<file path="src/hw/rtl/grouped_pool_list_allocator_core_defines.svh">
// ----------------------------------------------------------------------------
// Allocator assertion macros
// Concurrent assertion helpers shared by the allocator RTL; empty in synthesis.
// ----------------------------------------------------------------------------
`ifndef GROUPED_POOL_LIST_ALLOCATOR_CORE_DEFINES_SVH
`define GROUPED_POOL_LIST_ALLOCATOR_CORE_DEFINES_SVH

`ifndef SYNTHESIS
// Check that cond holds at every clock edge out of reset.
`define GPLA_ASSERT_NOW(lbl, cond, msg) \
	lbl: assert property (@(posedge clk) disable iff (!arst_n) (cond)) else $error(msg);
// Check that cons holds in the cycle after ante.
`define GPLA_ASSERT_NXT(lbl, ante, cons, msg) \
	lbl: assert property (@(posedge clk) disable iff (!arst_n) (ante) |=> (cons)) \
		else $error(msg);
`else
`define GPLA_ASSERT_NOW(lbl, cond, msg)
`define GPLA_ASSERT_NXT(lbl, ante, cons, msg)
`endif

`endif

</file>
<file path="src/hw/rtl/gpla_pkg.sv">
// ----------------------------------------------------------------------------
// Grouped pool list allocator package
// Sizes, link encoding, status codes and the link memory request bundle.
// ----------------------------------------------------------------------------
`default_nettype none

package gpla_pkg;

	localparam int POOL_SLOTS  = 1024;
	localparam int GROUP_COUNT = 8;

	localparam int IDX_W    = $clog2(POOL_SLOTS);
	localparam int GRP_W    = (GROUP_COUNT > 1) ? $clog2(GROUP_COUNT) : 1;
	localparam int LINK_W   = IDX_W + 1;
	localparam int ENTRY_W  = 10;
	localparam int GROUP_W  = 3;
	localparam int SLOT_W   = 10;
	localparam int STATUS_W = 2;

	// A link is a slot index with a null flag on top.
	typedef logic [LINK_W-1:0] link_t;
	typedef logic [IDX_W-1:0]  idx_t;

	localparam link_t LINK_NIL = link_t'(1) << IDX_W;
	localparam idx_t  IDX_LAST = IDX_W'(POOL_SLOTS - 1);

	localparam logic OP_ADD    = 1'b0;
	localparam logic OP_REMOVE = 1'b1;

	typedef enum logic [STATUS_W-1:0] {
		ST_DONE   = 2'd0,
		ST_FULL   = 2'd1,
		ST_PAUSED = 2'd2
	} status_t;

	// One read address for both link arrays, one write port per array.
	typedef struct packed {
		idx_t  rd_addr;
		logic  nxt_we;
		idx_t  nxt_addr;
		link_t nxt_data;
		logic  prv_we;
		idx_t  prv_addr;
		link_t prv_data;
	} link_req_t;

	typedef struct packed {
		logic              valid;
		logic [SLOT_W-1:0] slot;
		status_t           status;
	} result_t;

	function automatic logic is_slot(input link_t v);
		return !v[IDX_W];
	endfunction

	function automatic idx_t link_idx(input link_t v);
		return v[IDX_W-1:0];
	endfunction

endpackage

`default_nettype wire

</file>
<file path="src/hw/rtl/gpla_seq.sv">
// ----------------------------------------------------------------------------
// Allocator sequencer
// Steps one add or remove through the link memories and the list heads.
// ----------------------------------------------------------------------------
`default_nettype none

`include "grouped_pool_list_allocator_core_defines.svh"

module gpla_seq (
	input  wire logic                            clk,
	input  wire logic                            arst_n,
	input  wire logic                            in_valid,
	output logic                                 in_stall,
	input  wire logic                            op,
	input  wire logic [gpla_pkg::GROUP_W-1:0]    group,
	input  wire logic [gpla_pkg::ENTRY_W-1:0]    entry,
	input  wire logic                            paused,
	output gpla_pkg::link_req_t                  req,
	input  wire gpla_pkg::link_t                 rd_next,
	input  wire gpla_pkg::link_t                 rd_prev,
	input  wire logic                            out_free,
	output gpla_pkg::result_t                    res
);

	typedef enum logic [5:0] {
		S_CLR  = 6'b000001,
		S_IDLE = 6'b000010,
		S_W1   = 6'b000100,
		S_W2   = 6'b001000,
		S_W3   = 6'b010000,
		S_OUT  = 6'b100000
	} state_t;

	state_t                            state_q;
	state_t                            state_d;
	gpla_pkg::idx_t                    clr_q;
	logic                              op_q;
	logic [gpla_pkg::GRP_W-1:0]        grp_q;
	gpla_pkg::idx_t                    idx_q;
	gpla_pkg::link_t                   old_q;
	gpla_pkg::link_t                   free_head_q;
	gpla_pkg::link_t                   group_head_q [gpla_pkg::GROUP_COUNT];
	logic [gpla_pkg::SLOT_W-1:0]       res_slot_q;
	gpla_pkg::status_t                 res_status_q;

	logic                              accept;
	logic                              ent_ok;
	gpla_pkg::idx_t                    ent_idx;
	logic [gpla_pkg::GRP_W-1:0]        grp_in;
	gpla_pkg::link_t                   clr_next;
	gpla_pkg::link_t                   clr_prev;

	assign in_stall = (state_q != S_IDLE);
	assign accept   = in_valid && (state_q == S_IDLE);
	assign ent_ok   = (32'(entry) < gpla_pkg::POOL_SLOTS);
	assign ent_idx  = gpla_pkg::IDX_W'(entry);
	assign grp_in   = gpla_pkg::GRP_W'(32'(group) % gpla_pkg::GROUP_COUNT);

	assign clr_next = (clr_q == gpla_pkg::IDX_LAST) ? gpla_pkg::LINK_NIL
		: gpla_pkg::link_t'(clr_q) + gpla_pkg::link_t'(1);
	assign clr_prev = (clr_q == '0) ? gpla_pkg::LINK_NIL
		: gpla_pkg::link_t'(clr_q) - gpla_pkg::link_t'(1);

	// Link memory requests and next state.
	always_comb begin
		req          = '0;
		req.rd_addr  = idx_q;
		req.nxt_addr = idx_q;
		req.prv_addr = idx_q;
		req.nxt_data = gpla_pkg::LINK_NIL;
		req.prv_data = gpla_pkg::LINK_NIL;
		state_d      = state_q;
		unique case (state_q)
			S_CLR: begin
				req.nxt_we   = 1'b1;
				req.nxt_addr = clr_q;
				req.nxt_data = clr_next;
				req.prv_we   = 1'b1;
				req.prv_addr = clr_q;
				req.prv_data = clr_prev;
				if (clr_q == gpla_pkg::IDX_LAST) begin
					state_d = S_IDLE;
				end
			end
			S_IDLE: begin
				req.rd_addr = (op == gpla_pkg::OP_REMOVE) ? ent_idx
					: gpla_pkg::link_idx(free_head_q);
				if (accept) begin
					priority if (op == gpla_pkg::OP_REMOVE) begin
						state_d = ent_ok ? S_W1 : S_OUT;
					end else if (paused || !gpla_pkg::is_slot(free_head_q)) begin
						state_d = S_OUT;
					end else begin
						state_d = S_W1;
					end
				end
			end
			S_W1: begin
				if (op_q == gpla_pkg::OP_ADD) begin
					req.prv_we   = gpla_pkg::is_slot(rd_next);
					req.prv_addr = gpla_pkg::link_idx(rd_next);
					req.nxt_we   = 1'b1;
					req.nxt_data = old_q;
				end else begin
					req.nxt_we   = gpla_pkg::is_slot(rd_prev);
					req.nxt_addr = gpla_pkg::link_idx(rd_prev);
					req.nxt_data = rd_next;
					req.prv_we   = gpla_pkg::is_slot(rd_next);
					req.prv_addr = gpla_pkg::link_idx(rd_next);
					req.prv_data = rd_prev;
				end
				state_d = S_W2;
			end
			S_W2: begin
				if (op_q == gpla_pkg::OP_ADD) begin
					req.prv_we = 1'b1;
				end else begin
					req.prv_we   = gpla_pkg::is_slot(free_head_q);
					req.prv_addr = gpla_pkg::link_idx(free_head_q);
					req.prv_data = gpla_pkg::link_t'(idx_q);
					req.nxt_we   = 1'b1;
					req.nxt_data = free_head_q;
				end
				state_d = S_W3;
			end
			S_W3: begin
				if (op_q == gpla_pkg::OP_ADD) begin
					req.prv_we   = gpla_pkg::is_slot(old_q);
					req.prv_addr = gpla_pkg::link_idx(old_q);
					req.prv_data = gpla_pkg::link_t'(idx_q);
				end else begin
					req.prv_we = 1'b1;
				end
				state_d = out_free ? S_IDLE : S_OUT;
			end
			S_OUT: begin
				if (out_free) begin
					state_d = S_IDLE;
				end
			end
			default: begin
				state_d = S_IDLE;
			end
		endcase
	end

	assign res.valid  = ((state_q == S_W3) || (state_q == S_OUT)) && out_free;
	assign res.slot   = res_slot_q;
	assign res.status = res_status_q;

	always_ff @(posedge clk or negedge arst_n) begin
		if (!arst_n) begin
			state_q     <= S_CLR;
			clr_q       <= '0;
			free_head_q <= '0;
			for (int g = 0; g < gpla_pkg::GROUP_COUNT; g++) begin
				group_head_q[g] <= gpla_pkg::LINK_NIL;
			end
		end else begin
			state_q <= state_d;
			if (state_q == S_CLR) begin
				clr_q <= clr_q + gpla_pkg::IDX_W'(1);
			end
			if (state_q == S_W1) begin
				if (op_q == gpla_pkg::OP_ADD) begin
					free_head_q <= rd_next;
				end else if (!gpla_pkg::is_slot(rd_prev)) begin
					group_head_q[grp_q] <= rd_next;
				end
			end
			if (state_q == S_W2 && op_q == gpla_pkg::OP_ADD) begin
				group_head_q[grp_q] <= gpla_pkg::link_t'(idx_q);
			end
			if (state_q == S_W3 && op_q == gpla_pkg::OP_REMOVE) begin
				free_head_q <= gpla_pkg::link_t'(idx_q);
			end
		end
	end

	// Item fields and the pending result.
	always_ff @(posedge clk) begin
		if (accept) begin
			op_q  <= op;
			grp_q <= grp_in;
			old_q <= group_head_q[grp_in];
			priority if (op == gpla_pkg::OP_REMOVE) begin
				idx_q        <= ent_idx;
				res_slot_q   <= entry;
				res_status_q <= gpla_pkg::ST_DONE;
			end else if (paused) begin
				res_slot_q   <= '0;
				res_status_q <= gpla_pkg::ST_PAUSED;
			end else if (!gpla_pkg::is_slot(free_head_q)) begin
				res_slot_q   <= '0;
				res_status_q <= gpla_pkg::ST_FULL;
			end else begin
				idx_q        <= gpla_pkg::link_idx(free_head_q);
				res_slot_q   <= gpla_pkg::SLOT_W'(gpla_pkg::link_idx(free_head_q));
				res_status_q <= gpla_pkg::ST_DONE;
			end
		end
	end

	`GPLA_ASSERT_NXT(a_accept_step, accept, state_q == S_W1 || state_q == S_OUT, "bad step after accept")
	`GPLA_ASSERT_NOW(a_res_free, !res.valid || out_free, "result issued into a full output register")
	`GPLA_ASSERT_NXT(a_clr_end, state_q == S_CLR && clr_q == gpla_pkg::IDX_LAST, state_q == S_IDLE, "clearing pass did not end")
	`GPLA_ASSERT_NOW(a_idle_quiet, state_q != S_IDLE || (!req.nxt_we && !req.prv_we), "link write while idle")

endmodule

`default_nettype wire

</file>
<file path="config.mk">
export PLATFORM = sky130hd
export DESIGN_NAME = gpla_seq
export DESIGN_NICKNAME = d
export VERILOG_FILES = /design/src/hw/rtl/gpla_pkg.sv /design/src/hw/rtl/gpla_seq.sv
export VERILOG_INCLUDE_DIRS = /design/src /design/src/hw/rtl
export SDC_FILE = /design/constraint.sdc
export NUM_CORES = 1
export LEC_CHECK = 0
export BUFFER_PORTS_ARGS = -buffer_cell sky130_fd_sc_hd__buf_2
export CELL_PAD_IN_SITES_DETAIL_PLACEMENT = 2
export CELL_PAD_IN_SITES_GLOBAL_PLACEMENT = 2
export CORE_ASPECT_RATIO = 0.6
export CORE_MARGIN = 2
export CORE_UTILIZATION = 40
export DETAILED_ROUTE_END_ITERATION = 7
export HOLD_SLACK_MARGIN = 0.1
export MAX_ROUTING_LAYER = met4
export PLACE_DENSITY = 0.93
export SETUP_SLACK_MARGIN = 0.05
export SKIP_LAST_GASP = 1
export SLEW_MARGIN = 20
export SYNTH_ARGS = -nofsm -noshare
export SYNTH_HDL_FRONTEND = slang
export SYNTH_SLANG_ARGS = --single-unit
</file>
<file path="constraint.sdc">
create_clock -name clk -period 5.8 [get_ports clk]
set_input_delay 0.87 -clock clk [delete_from_list [all_inputs] [get_ports clk]]
set_output_delay 0.87 -clock clk [all_outputs]
set_load 0.01 [all_outputs]
</file>
==> insert_results.sql, run 1 <==
INSERT INTO impl_metrics (metric_group, metric, value, unit) VALUES
('final_layout', 'nFillCells', '2366', ''),
('floorplanning', 'core_region_area', '0.0223', 'mm2'),
('synth', 'ys_seq_area_share', '43.4', '%'),
('synth', 'number_of_standard_cells_after_synthesis', '963', ''),
('run_status', 'run_status', 'finished clean', ''),
('global_routing', 'globalRouteTotalUtil', '35.2', '%'),
('synth', 'synth_area_per_cell', '9.58', 'um2'),
('clock_tree', 'cts_hold_buffers', '0', ''),
('worst_setup_path', 'end_kind', 'primary output', ''),
('placement', 'placed_cell_area', '0.00984', 'mm2'),
('worst_setup_path', 'timing.setup.critical_path_class', 'reg2out', ''),
('timing', 'maxSlewViolCount', '0', ''),
('floorplanning', 'io-pin-count', '109', ''),
('timing', 'grt_setup_unrepaired', 'false', ''),
('final_layout', 'layoutNonFillerInstCount', '1328', ''),
('drt', 'route.detailed.drc', '0', ''),
('power_and_ir_drop', 'leakagePower', '0.00432', 'uW'),
('final_layout', 'multiInputGateArea', '0.00471', 'mm2'),
('synth', 'postSynthRegisterBits', '152', ''),
('timing', 'finClkSkew', '0.0175', 'ns'),
('clock_tree', 'clock-sinks', '152', ''),
('synth', 'synth.most_common_cell', 'a21oi_1', ''),
('placement', 'port_buffers', '108', ''),
('floorplanning', 'die_area', '0.0243', 'mm2'),
('worst_setup_path', 'critical_path.startpoint_type', 'flip-flop', ''),
('final_layout', 'area_growth_syn_to_layout', '14.2', '%'),
('final_layout', 'register_area', '0.00400', 'mm2'),
('timing', 'total_negative_slack_for_setup_checks', '0', 'ns'),
('timing', 'max_slew_margin', '32.9', '%'),
('clock_tree', 'cts_post_setup_buffers_inserted', '0', ''),
('synth', 'syn_nets', '1007', ''),
('run', 'maxCapViolCount', '0', ''),
('drt', 'num_vias', '8748', ''),
('clock_tree', 'tritoncts.num_buffers', '17', ''),
('clock_tree', 'clk_pin_slew_worst_paths', '0.06', 'ns'),
('drt', 'postRouteAntennaNets', '0', ''),
('placement', 'globalplace.congestion', '0.935', ''),
('global_routing', 'grt_antenna_before_repair', '1', ''),
('global_routing', 'via_count_of_the_first_global_routing_pass', '9367', ''),
('synth', 'synth.distinct_cells', '57', ''),
('timing', 'post-route-period-util', '86.0', '%'),
('placement', 'place_inst', '1295', ''),
('clock_tree', 'cts-root-buf', 'clkbuf_16', ''),
('floorplanning', 'chipHeight', '122', 'um'),
('worst_setup_path', 'required_time_reported_for_the_critical_path_endpoint', '4.93', 'ns'),
('clock_tree', 'clock_tree.buffer_depth', '2', ''),
('final_layout', 'layout.nets', '1050', ''),
('power_and_ir_drop', 'power_density', '417', 'mW/mm2'),
('timing', 'finalSetupViolCount', '0', ''),
('floorplanning', 'initial_util', '41.3', '%'),
('drt', 'route.final.wire_length', '40400', 'um'),
('synth', 'ys_async_sr_fraction', '75.7', '%'),
('clock_tree', 'cts_tree', 'done', ''),
('power_and_ir_drop', 'worst_ir_drop_on_vdd', '0.235', 'mV'),
('synth', 'synthDominantAreaCellType', 'dfrtp_1', ''),
('timing', 'hold_violations', '0', ''),
('worst_setup_path', 'timing.critical_path.fanout_max', '18', ''),
('synth', 'synth.top_cells.by_area', 'dfrtp_1 (29%), edfxtp_1 (12%), mux2i_1 (11%)', ''),
('drt', 'initialDrtViolationCount', '962', ''),
('synth', 'synth_top_flop_cell', 'dfrtp_1', ''),
('drt', 'firstDrtPassIters', '5', ''),
('timing', 'timing.fmax', '200', 'MHz'),
('global_routing', 'grt_first_pass_wirelength', '60200', 'um'),
('synth', 'synth.top_cells.by_count', 'a21oi_1 (116), nand2_1 (108), dfrtp_1 (106)', ''),
('clock_tree', 'post_cts.resized_instances', '0', ''),
('worst_setup_path', 'arrival', '4.12', 'ns'),
('timing', 'worst-slew-pin-transition', '1.00', 'ns'),
('synth', 'synth_edf_count', '37', ''),
('global_routing', 'grt_remaining_overflow', '0', ''),
('final_layout', 'layout-drive-gt1-share', '21.1', '%'),
('timing', 'timing.final.crit_period', '4.99', 'ns'),
('placement', 'hpwl_after_dpl', '26400', 'um'),
('floorplanning', 'die-width', '200', 'um'),
('global_routing', 'grt_max_degree', '79', ''),
('clock_tree', 'clock_tree.htree_level_count', '4', ''),
('clock_tree', 'insertion_delay', '0.46', 'ns'),
('synth', 'netlist.area_leader.share', '28.8', '%'),
('worst_hold_path', 'hold_class', 'in2async', ''),
('floorplanning', 'floorplan.rows', '42', ''),
('synth', 'mappedNetlistArea', '0.00923', 'mm2'),
('final_layout', 'final_design_area_no_fill', '0.0105', 'mm2'),
('synth', 'yosysWarningCount', '0', ''),
('drt', 'viasPerCell', '6.59', ''),
('drt', 'drt-wirelength-per-cell', '30.4', 'um');
layout by cell type (no fill, tap or decap), types with 14 or more instances in the layout:
cell,n
nand3_1,15
a21oi_1,116
a31oi_1,16
a221oi_1,14
mux2i_1,100
nand2_1,108
xnor2_1,18
buf_2,107
dfrtp_1,106
buf_4,17
inv_1,20
o21ai_0,22
edfxtp_1,37
nor2_1,103
clkbuf_16,20
mux4_2,22
and3_1,15
sequential cells by signal, summed over array words and instances, names as in the netlist:
name	flops
res_status_q	2
clr_q	10
grp_q	3
res_slot_q	10
group_head_q	88
op_q	1
free_head_q	11
idx_q	10
state_q	6
old_q	11
logic make-up after synthesis:
logic type	after synthesis	share of synthesized area [%]
fa+ha+maj	3	0.407
simple gates	279	13.5
compound gates	245	16.7
xor+xnor	26	2.47
flops	152	43.4
mux	135	17.8
buf+inv	123	5.72
report_power, final:
| group | switching, uW | internal [uW] |
|---|---|---|
| Combinational | 823 | 517 |
| Sequential | 315 | 1400 |
| Clock | 518 | 815 |
per-layer routing:
layer	global-route usage [%]	routed length, um	vias to the layer above	share of wire (%)
li1	-	-	3573	-
met1	46.0	16700	4587	41
met2	54.3	19100	477	47
met3	7.59	3250	111	8.1
met4	12.9	1320	0	3.3
met5	-	0	-	0
cell type report:
class | instances | area share, %
Multi-Input combinational cell | 688 | 44.7
Sequential cell | 152 | 38.0
Timing Repair Buffer | 124 | 6.29
Clock buffer | 21 | 4.88
Tap cell | 308 | 3.66
Clock inverter | 11 | 1.66
Inverter | 23 | 0.819
Antenna cell | 1 | 0.0238
final timing paths:
| path | from | end | slack (ns) | cells past startpoint |
|---|---|---|---|---|
| max in group asynchronous | arst_n | clr_q[6]$_DFFE_PN0P_ | 3.95 | 2 |
| min | arst_n | group_head_q[23]$_DFF_PN0_ | 0.53 | 1 |
| max reg2reg | state_q[2]$_DFFE_PN0P_ | group_head_q[74]$_DFF_PN0_ | 2.59 | 6 |
| min in group clk | group_head_q[54]$_DFF_PN1_ | group_head_q[54]$_DFF_PN1_ | 0.56 | 2 |
| max | state_q[2]$_DFFE_PN0P_ | req[7] | 0.81 | 8 |
| min reg2reg | group_head_q[54]$_DFF_PN1_ | group_head_q[54]$_DFF_PN1_ | 0.56 | 2 |
worst max-delay path, cell delays in order (launching register included):
cell and delay [ns]:
dfrtp_1 0.62, nor2b_1 0.81, nand2_1 0.75, clkinv_1 0.46, buf_4 0.36, a22o_1 0.22, nand2_1 0.09, o221ai_1 0.14
buf_2 0.19
metrics by stage:
step / util, % / hold WS, ns / worst slack (ns) / power [uW]
after floorplan: - / 0.510 / 2.94 / 2410
after global placement: 44.1 / 0.518 / 1.95 / 2860
after detailed placement: 44.1 / 0.545 / 1.75 / 2990
after CTS: 47.1 / 0.531 / 1.07 / 4370
after global routing: 47.2 / 0.553 / 0.707 / 4560
final: 47.2 / 0.526 / 0.811 / 4390
Power figures use the tool's default switching activity.
==> inputs of run 2 (changes only) <==
Settings changed: BUFFER_PORTS_ARGS -buffer_cell sky130_fd_sc_hd__buf_2 to -buffer_cell sky130_fd_sc_hd__buf_4.
==> run 2 against run 1 <==
Clock skew down 0.0066 ns. Clock power fell by 14%. Total power shrank 1.8%. Sequential share of layout area is 0.47 points lower. Wire length about the same. Global-route usage hardly changed. Non-clock buffer count decreased by 4. Fmax up 2.1%. Worst setup slack gained 0.10 ns. Die area stayed put. Critical path type unchanged.
==> insert_results.sql, run 2 (synthesized netlist as in run 1, its figures left out) <==
INSERT INTO impl_metrics (metric_group, metric, value, unit) VALUES
('timing', 'finalWorstSetupSlack', '0.911', 'ns'),
('global_routing', 'grt_antenna_before_repair', '0', ''),
('floorplanning', 'core_region_area', '0.0223', 'mm2'),
('drt', 'firstDrtPassIters', '5', ''),
('global_routing', 'grt_first_pass_wirelength', '60000', 'um'),
('final_layout', 'layout-drive-gt1-share', '20.6', '%'),
('clock_tree', 'clk_pin_slew_worst_paths', '0.06', 'ns'),
('power_and_ir_drop', 'seq_power_share', '39.9', '%'),
('worst_setup_path', 'critical_path.startpoint_type', 'flip-flop', ''),
('timing', 'worst-slew-pin-transition', '1.05', 'ns'),
('run_status', 'run_status', 'finished clean', ''),
('worst_setup_path', 'arrival', '4.02', 'ns'),
('final_layout', 'area_growth_syn_to_layout', '15.7', '%'),
('final_layout', 'final_design_area_no_fill', '0.0107', 'mm2'),
('timing', 'timing.fmax', '205', 'MHz'),
('final_layout', 'top_register', 'group_head_q', ''),
('timing', 'finClkSkew', '0.0109', 'ns'),
('clock_tree', 'post_cts.resized_instances', '0', ''),
('timing', 'grt_setup_unrepaired', 'false', ''),
('worst_hold_path', 'hold_class', 'reg2reg', ''),
('final_layout', 'layout_common_cells', 'buf_4 (120), a21oi_1 (116), nand2_1 (108), dfrtp_1 (106), nor2_1 (103)', ''),
('global_routing', 'grt_max_degree', '79', ''),
('worst_setup_path', 'worstPathCellList', 'nor2b_1 -> nand2_1 -> clkinv_1 -> a21oi_1 -> o221ai_1 -> o21bai_1 -> buf_4', ''),
('final_layout', 'layout.nets', '1046', ''),
('worst_setup_path', 'timing.setup.critical_path_class', 'reg2out', ''),
('final_layout', 'n_diodes', '0', ''),
('worst_setup_path', 'worst_r2r_startpoint', 'state_q[2]$_DFFE_PN0P_', ''),
('placement', 'globalplace.congestion', '0.926', ''),
('power_and_ir_drop', 'netSwitchingPower', '1650', 'uW'),
('floorplanning', 'die_area', '0.0243', 'mm2'),
('timing', 'hold_violations', '0', ''),
('final_layout', 'final_core_utilization', '47.8', '%'),
('worst_hold_path', 'hold_start', 'group_head_q[32]$_DFF_PN1_', ''),
('timing', 'finalSetupViolCount', '0', ''),
('drt', 'initialDrtViolationCount', '993', ''),
('timing', 'timing.final.crit_period', '4.89', 'ns'),
('drt', 'route.final.wire_length', '40400', 'um'),
('drt', 'num_vias', '8676', ''),
('clock_tree', 'cts-root-buf', 'clkbuf_16', ''),
('final_layout', 'largest_register_ffs', '88', ''),
('run', 'maxCapViolCount', '0', ''),
('placement', 'place_inst', '1291', ''),
('floorplanning', 'floorplan.rows', '42', ''),
('worst_setup_path', 'regToRegSetupSlack', '2.49', 'ns'),
('drt', 'drt-wirelength-per-cell', '30.5', 'um'),
('worst_setup_path', 'timing.critical_path.fanout_max', '26', ''),
('final_layout', 'layoutNonFillerInstCount', '1323', ''),
('placement', 'placed_cell_area', '0.0101', 'mm2'),
('drt', 'route.detailed.drc', '0', ''),
('worst_hold_path', 'holdPathStages', '2', ''),
('final_layout', 'largestRegisters', 'group_head_q (88), free_head_q (11), old_q (11)', ''),
('placement', 'hpwl_after_dpl', '26700', 'um'),
('global_routing', 'globalRouteTotalUtil', '35.3', '%'),
('floorplanning', 'die-width', '200', 'um'),
('drt', 'viasPerCell', '6.56', ''),
('worst_setup_path', 'critical_path.n_buffers_inverters', '2', ''),
('power_and_ir_drop', 'clock_power_share', '26.7', '%'),
('final_layout', 'layout.cells.most_common', 'buf_4', ''),
('floorplanning', 'chipHeight', '122', 'um'),
('worst_setup_path', 'r2r_end', 'group_head_q[48]$_DFF_PN0_', ''),
('worst_setup_path', 'critical_path.max_stage_delay', '1.00', 'ns'),
('power_and_ir_drop', 'leakagePower', '0.00432', 'uW'),
('floorplanning', 'io-pin-count', '109', ''),
('clock_tree', 'clock_tree.htree_level_count', '4', ''),
('floorplanning', 'initial_util', '41.3', '%'),
('power_and_ir_drop', 'power_report.internal_total', '2670', 'uW'),
('worst_setup_path', 'slowest_cp_cell', 'clkinv_1', ''),
('power_and_ir_drop', 'switching_share', '38.2', '%'),
('worst_hold_path', 'hold_end', 'group_head_q[32]$_DFF_PN1_', ''),
('clock_tree', 'clock_tree.buffer_depth', '2', ''),
('clock_tree', 'insertion_delay', '0.44', 'ns'),
('clock_tree', 'cts_hold_buffers', '0', ''),
('clock_tree', 'cts_post_setup_buffers_inserted', '0', ''),
('clock_tree', 'cts_tree', 'done', ''),
('worst_setup_path', 'path_delay_family', 'buffers and inverters', ''),
('worst_setup_path', 'worst-r2r-cell-count', '6', ''),
('timing', 'post-route-period-util', '84.3', '%'),
('global_routing', 'grt_remaining_overflow', '0', ''),
('placement', 'port_buffers', '108', ''),
('global_routing', 'via_count_of_the_first_global_routing_pass', '9257', ''),
('placement', 'preCtsSetupSlack', '1.62', 'ns'),
('drt', 'postRouteAntennaNets', '0', ''),
('power_and_ir_drop', 'power_frac_comb', '33.4', '%'),
('worst_setup_path', 'end_kind', 'primary output', ''),
('power_and_ir_drop', 'power_density', '404', 'mW/mm2'),
('clock_tree', 'tritoncts.num_buffers', '17', ''),
('worst_setup_path', 'required_time_reported_for_the_critical_path_endpoint', '4.93', 'ns'),
('timing', 'max_slew_margin', '29.8', '%'),
('timing', 'total_negative_slack_for_setup_checks', '0', 'ns'),
('timing', 'maxSlewViolCount', '0', ''),
('clock_tree', 'clock-sinks', '152', ''),
('power_and_ir_drop', 'worst_ir_drop_on_vdd', '0.256', 'mV');
[run 2: tightest hold or removal path, stage by stage, from the launching register on]
cell,delay (ns)
dfstp_2,0.37
mux2i_1,0.11
a21oi_1,0.06
[run 2: stage by stage]
step / hold slack, ns / total power [uW]
2_1_floorplan: 0.510 / 2410
3_3_place_gp: 0.524 / 2960
3_5_place_dp: 0.533 / 3100
4_1_cts: 0.546 / 4290
5_1_grt: 0.569 / 4480
6_report: 0.546 / 4310
[run 2: worst max-delay path by stage]
stage / startpoint / endpoint / cells after the start
after floorplan: op / req[48] / 4
after global placement: state_q[0]$_DFFE_PN1P_ / req[32] / 8
after detailed placement: state_q[2]$_DFFE_PN0P_ / req[32] / 7
after CTS: state_q[2]$_DFFE_PN0P_ / req[32] / 7
after global routing: state_q[2]$_DFFE_PN0P_ / req[32] / 7
final: state_q[2]$_DFFE_PN0P_ / req[32] / 7
[run 2: power groups by stage]
stage | Sequential [uW] | Combinational [uW] | Clock (uW)
floorplan | 1550 | 861 | 0
global placement | 1680 | 1280 | 0
detailed placement | 1710 | 1380 | 0
CTS | 1710 | 1430 | 1150
global route | 1740 | 1540 | 1190
finish | 1720 | 1440 | 1150
[run 2: final cells by class]
class                      instances  area, um2
clock buffer                      21        462
tap                              308        385
multi-input combinational        688       4720
fill                            2322      11700
clock inverter                    11        118
timing repair buffer             120        901
sequential                       152       4000
inverter                          23       86.3
[run 2: per-layer routing]
| layer | vias up | share of wire, % | track usage (%) |
|---|---|---|---|
| li1 | 3562 | - | - |
| met1 | 4497 | 42 | 46.5 |
| met2 | 528 | 47 | 54.0 |
| met3 | 89 | 8.8 | 7.28 |
| met4 | 0 | 3.0 | 13.1 |
| met5 | - | 0 | - |
==> inputs of run 3 (changes only) <==
Settings changed: ABC_AREA set to 1, CORE_UTILIZATION 40 to 30, PLACE_DENSITY 0.93 to 0.84.
Clock period 5.8 ns to 4 ns, I/O delays scaled along.
==> run 3 against run 2 <==
Global-route usage shrank 3.6 points. Synthesized cell count grew 68%. Sequential power grew 71%. Clock power grew 50%. Cell area grew 15%.
==> insert_results.sql, run 3 <==
INSERT INTO impl_metrics (metric_group, metric, value, unit) VALUES
('run_status', 'run_status', 'finished clean', ''),
('synth', 'synthMuxAreaShare', '0', '%'),
('timing', 'grt_setup_unrepaired', 'false', ''),
('synth', 'yosysWarningCount', '0', ''),
('worst_setup_path', 'end_kind', 'primary output', ''),
('worst_setup_path', 'worst-r2r-cell-count', '5', ''),
('final_layout', 'layout-drive-gt1-share', '13.0', '%'),
('floorplanning', 'floorplan.rows', '53', ''),
('drt', 'viasPerCell', '5.68', ''),
('floorplanning', 'die_area', '0.0371', 'mm2'),
('worst_setup_path', 'arrival', '2.68', 'ns'),
('synth', 'ys_seq_area_share', '37.6', '%'),
('placement', 'globalplace.congestion', '0.978', ''),
('clock_tree', 'clock_tree.buffer_depth', '2', ''),
('synth', 'synth-adder-area-share', '0.352', '%'),
('drt', 'drt-wirelength-per-cell', '26.3', 'um'),
('synth', 'synthXorXnorAreaFrac', '0.329', '%'),
('global_routing', 'grt_antenna_before_repair', '2', ''),
('clock_tree', 'clock_tree.htree_level_count', '4', ''),
('floorplanning', 'core_region_area', '0.0350', 'mm2'),
('final_layout', 'largest_register_ffs', '88', ''),
('final_layout', 'final_core_utilization', '35.1', '%'),
('drt', 'initialDrtViolationCount', '1258', ''),
('final_layout', 'layout_common_cells', 'nand2_1 (649), o21ai_0 (150), buf_4 (134), nor2_1 (128), inv_1 (118)', ''),
('clock_tree', 'tritoncts.num_buffers', '17', ''),
('synth', 'syn_nets', '1661', ''),
('timing', 'worst-slew-pin-transition', '0.938', 'ns'),
('worst_setup_path', 'timing.critical_path.fanout_max', '24', ''),
('power_and_ir_drop', 'leakagePower', '0.00594', 'uW'),
('synth', 'ys_async_sr_fraction', '75.7', '%'),
('global_routing', 'via_count_of_the_first_global_routing_pass', '12500', ''),
('synth', 'number_of_standard_cells_after_synthesis', '1617', ''),
('floorplanning', 'initial_util', '30.4', '%'),
('final_layout', 'top_register', 'group_head_q', ''),
('synth', 'netlist.area_leader.share', '24.9', '%'),
('synth', 'synth_area_per_cell', '6.59', 'um2'),
('power_and_ir_drop', 'worst_ir_drop_on_vdd', '0.313', 'mV'),
('placement', 'hpwl_after_dpl', '40500', 'um'),
('synth', 'synthDominantAreaCellType', 'dfrtp_1', ''),
('global_routing', 'grt_max_degree', '72', ''),
('drt', 'highest_routed_metal_layer', 'met4', ''),
('timing', 'hold_violations', '0', ''),
('worst_setup_path', 'required_time_reported_for_the_critical_path_endpoint', '3.40', 'ns'),
('placement', 'port_buffers', '108', ''),
('floorplanning', 'die-width', '247', 'um'),
('synth', 'synthSimpleGateAreaFrac', '38.5', '%'),
('worst_hold_path', 'hold_class', 'in2async', ''),
('worst_setup_path', 'r2r_end', 'idx_q[2]$_DFFE_PP_', ''),
('synth', 'synth.top_cells.by_area', 'dfrtp_1 (25%), nand2_1 (23%), edfxtp_1 (10%)', ''),
('clock_tree', 'clk_pin_slew_worst_paths', '0.08', 'ns'),
('final_layout', 'layout.cells.most_common', 'nand2_1', ''),
('drt', 'firstDrtPassIters', '5', ''),
('clock_tree', 'cts_hold_buffers', '0', ''),
('synth', 'postSynthRegisterBits', '152', ''),
('run', 'maxCapViolCount', '0', ''),
('clock_tree', 'cts_post_setup_buffers_inserted', '0', ''),
('global_routing', 'grt_remaining_overflow', '0', ''),
('drt', 'routed-wl-met3', '6240', 'um'),
('worst_setup_path', 'critical_path.startpoint_type', 'flip-flop', ''),
('timing', 'post-route-period-util', '81.9', '%'),
('final_layout', 'area_growth_syn_to_layout', '15.4', '%'),
('timing', 'finalSetupViolCount', '0', ''),
('synth', 'synth.distinct_cells', '35', ''),
('worst_setup_path', 'worst_r2r_startpoint', 'state_q[2]$_DFFE_PN0P_', ''),
('final_layout', 'layout.nets', '1704', ''),
('timing', 'timing.fmax', '305', 'MHz'),
('timing', 'total_negative_slack_for_setup_checks', '0', 'ns'),
('synth', 'synth_top_flop_cell', 'dfrtp_1', ''),
('synth', 'synth.top_cells.by_count', 'nand2_1 (649), o21ai_0 (150), nor2_1 (129)', ''),
('final_layout', 'largestRegisters', 'group_head_q (88), free_head_q (11), old_q (11)', ''),
('worst_setup_path', 'regToRegSetupSlack', '1.23', 'ns'),
('synth', 'compound_cell_area_share_of_the_yosys_netlist', '12.6', '%'),
('drt', 'postRouteAntennaNets', '0', ''),
('clock_tree', 'post_cts.resized_instances', '0', ''),
('drt', 'wl_met2', '23100', 'um'),
('floorplanning', 'io-pin-count', '109', ''),
('drt', 'route.final.wire_length', '56400', 'um'),
('timing', 'timing.final.crit_period', '3.28', 'ns'),
('synth', 'synth_top_family_by_area', 'simple AND/OR/NAND/NOR gates', ''),
('timing', 'max_slew_margin', '37.5', '%'),
('synth', 'mappedNetlistArea', '0.0107', 'mm2'),
('final_layout', 'nFillCells', '4237', ''),
('global_routing', 'grt_first_pass_wirelength', '82900', 'um'),
('clock_tree', 'cts-root-buf', 'clkbuf_16', ''),
('worst_setup_path', 'timing.setup.critical_path_class', 'reg2out', ''),
('timing', 'finClkSkew', '0.0145', 'ns'),
('drt', 'drt-met1-wl', '25800', 'um'),
('drt', 'num_vias', '12200', ''),
('floorplanning', 'chipHeight', '150', 'um'),
('synth', 'synth.most_common_cell', 'nand2_1', ''),
('clock_tree', 'clock-sinks', '152', ''),
('timing', 'maxSlewViolCount', '0', ''),
('clock_tree', 'cts_tree', 'done', ''),
('power_and_ir_drop', 'power_density', '640', 'mW/mm2'),
('clock_tree', 'insertion_delay', '0.46', 'ns'),
('drt', 'route.detailed.drc', '0', ''),
('synth', 'synth_edf_count', '37', ''),
('global_routing', 'globalRouteTotalUtil', '31.7', '%');
-- run 3: cell types whose count changed after synthesis, moves of 25 or more --
cell and change:
nand2_1 +541, nand4_1 +88, o21ai_0 +128, a21oi_1 -70, nor2_1 +25, inv_1 +97
nand3_1 +42, mux2i_1 -100
-- run 3: cell families (layout without fill, tap and decap cells) --
kind of cell | after synthesis | count (layout)
AO/OA/AOI/OAI | 250 | 250
XOR/XNOR | 4 | 4
adder cells (fa/ha/maj) | 3 | 3
buffers and inverters | 247 | 303
flip-flops | 152 | 152
other | 0 | 2
AND/OR/NAND/NOR | 961 | 961
-- run 3: how the worst max path moves through the flow --
stage	start	to	slack, ns
after floorplan	state_q[5]$_DFFE_PN0P_	grp_q[0]$_DFFE_PP_	1.60
after global placement	state_q[1]$_DFFE_PN0P_	req[7]	1.33
after detailed placement	state_q[2]$_DFFE_PN0P_	idx_q[0]$_DFFE_PP_	1.26
after CTS	state_q[0]$_DFFE_PN1P_	req[27]	0.77
after global routing	state_q[0]$_DFFE_PN1P_	req[27]	0.55
final	state_q[0]$_DFFE_PN1P_	req[27]	0.72
-- run 3: routing by layer --
metal  vias up  global-route usage, %
li1       5333                      -
met1      6204                   45.5
met5         -                      -
met4         0                   8.98
met3        84                   8.45
met2       552                   43.0
-- run 3: area by class of cell --
type | instances | area (um2) | share of cell area [%]
clock buffers | 18 | 429 | 3.49
diodes | 2 | 5.00 | 0.0407
flip-flops and latches | 152 | 4000 | 32.6
repair buffers | 138 | 1090 | 8.84
multi-input cells | 1218 | 5520 | 44.9
clock inverters | 14 | 163 | 1.32
inverters | 133 | 502 | 4.08
well taps | 467 | 584 | 4.76
-- run 3: power breakdown --
part | total (uW) | switching [uW] | internal (uW)
combinational | 3190 | 2170 | 1030
sequential | 2940 | 720 | 2220
clock | 1730 | 798 | 934
total | 7870 | 3680 | 4180
-- run 3: worst max-delay path: stages, from the launching register on --
cell and delay, ns:
dfstp_2 0.58, inv_1 0.06, nor2_1 0.08, nand3_1 0.09, buf_4 0.21, clkinv_1 0.20, buf_4 0.34, nand2_1 0.13
inv_1 0.22, nand2_1 0.08, nand2_1 0.07, buf_4 0.12
-- run 3: per-stage QoR --
stage	cells	power (uW)	cell area, um2	setup slack [ns]	hold WS, ns
after floorplan	1617	4430	10700	1.60	0.304
after global placement	2108	5780	11700	1.33	0.509
after detailed placement	2108	6010	11700	1.26	0.546
after CTS	2140	7790	12300	0.770	0.251
after global routing	2142	8280	12300	0.547	0.280
final	2142	7870	12300	0.723	0.233
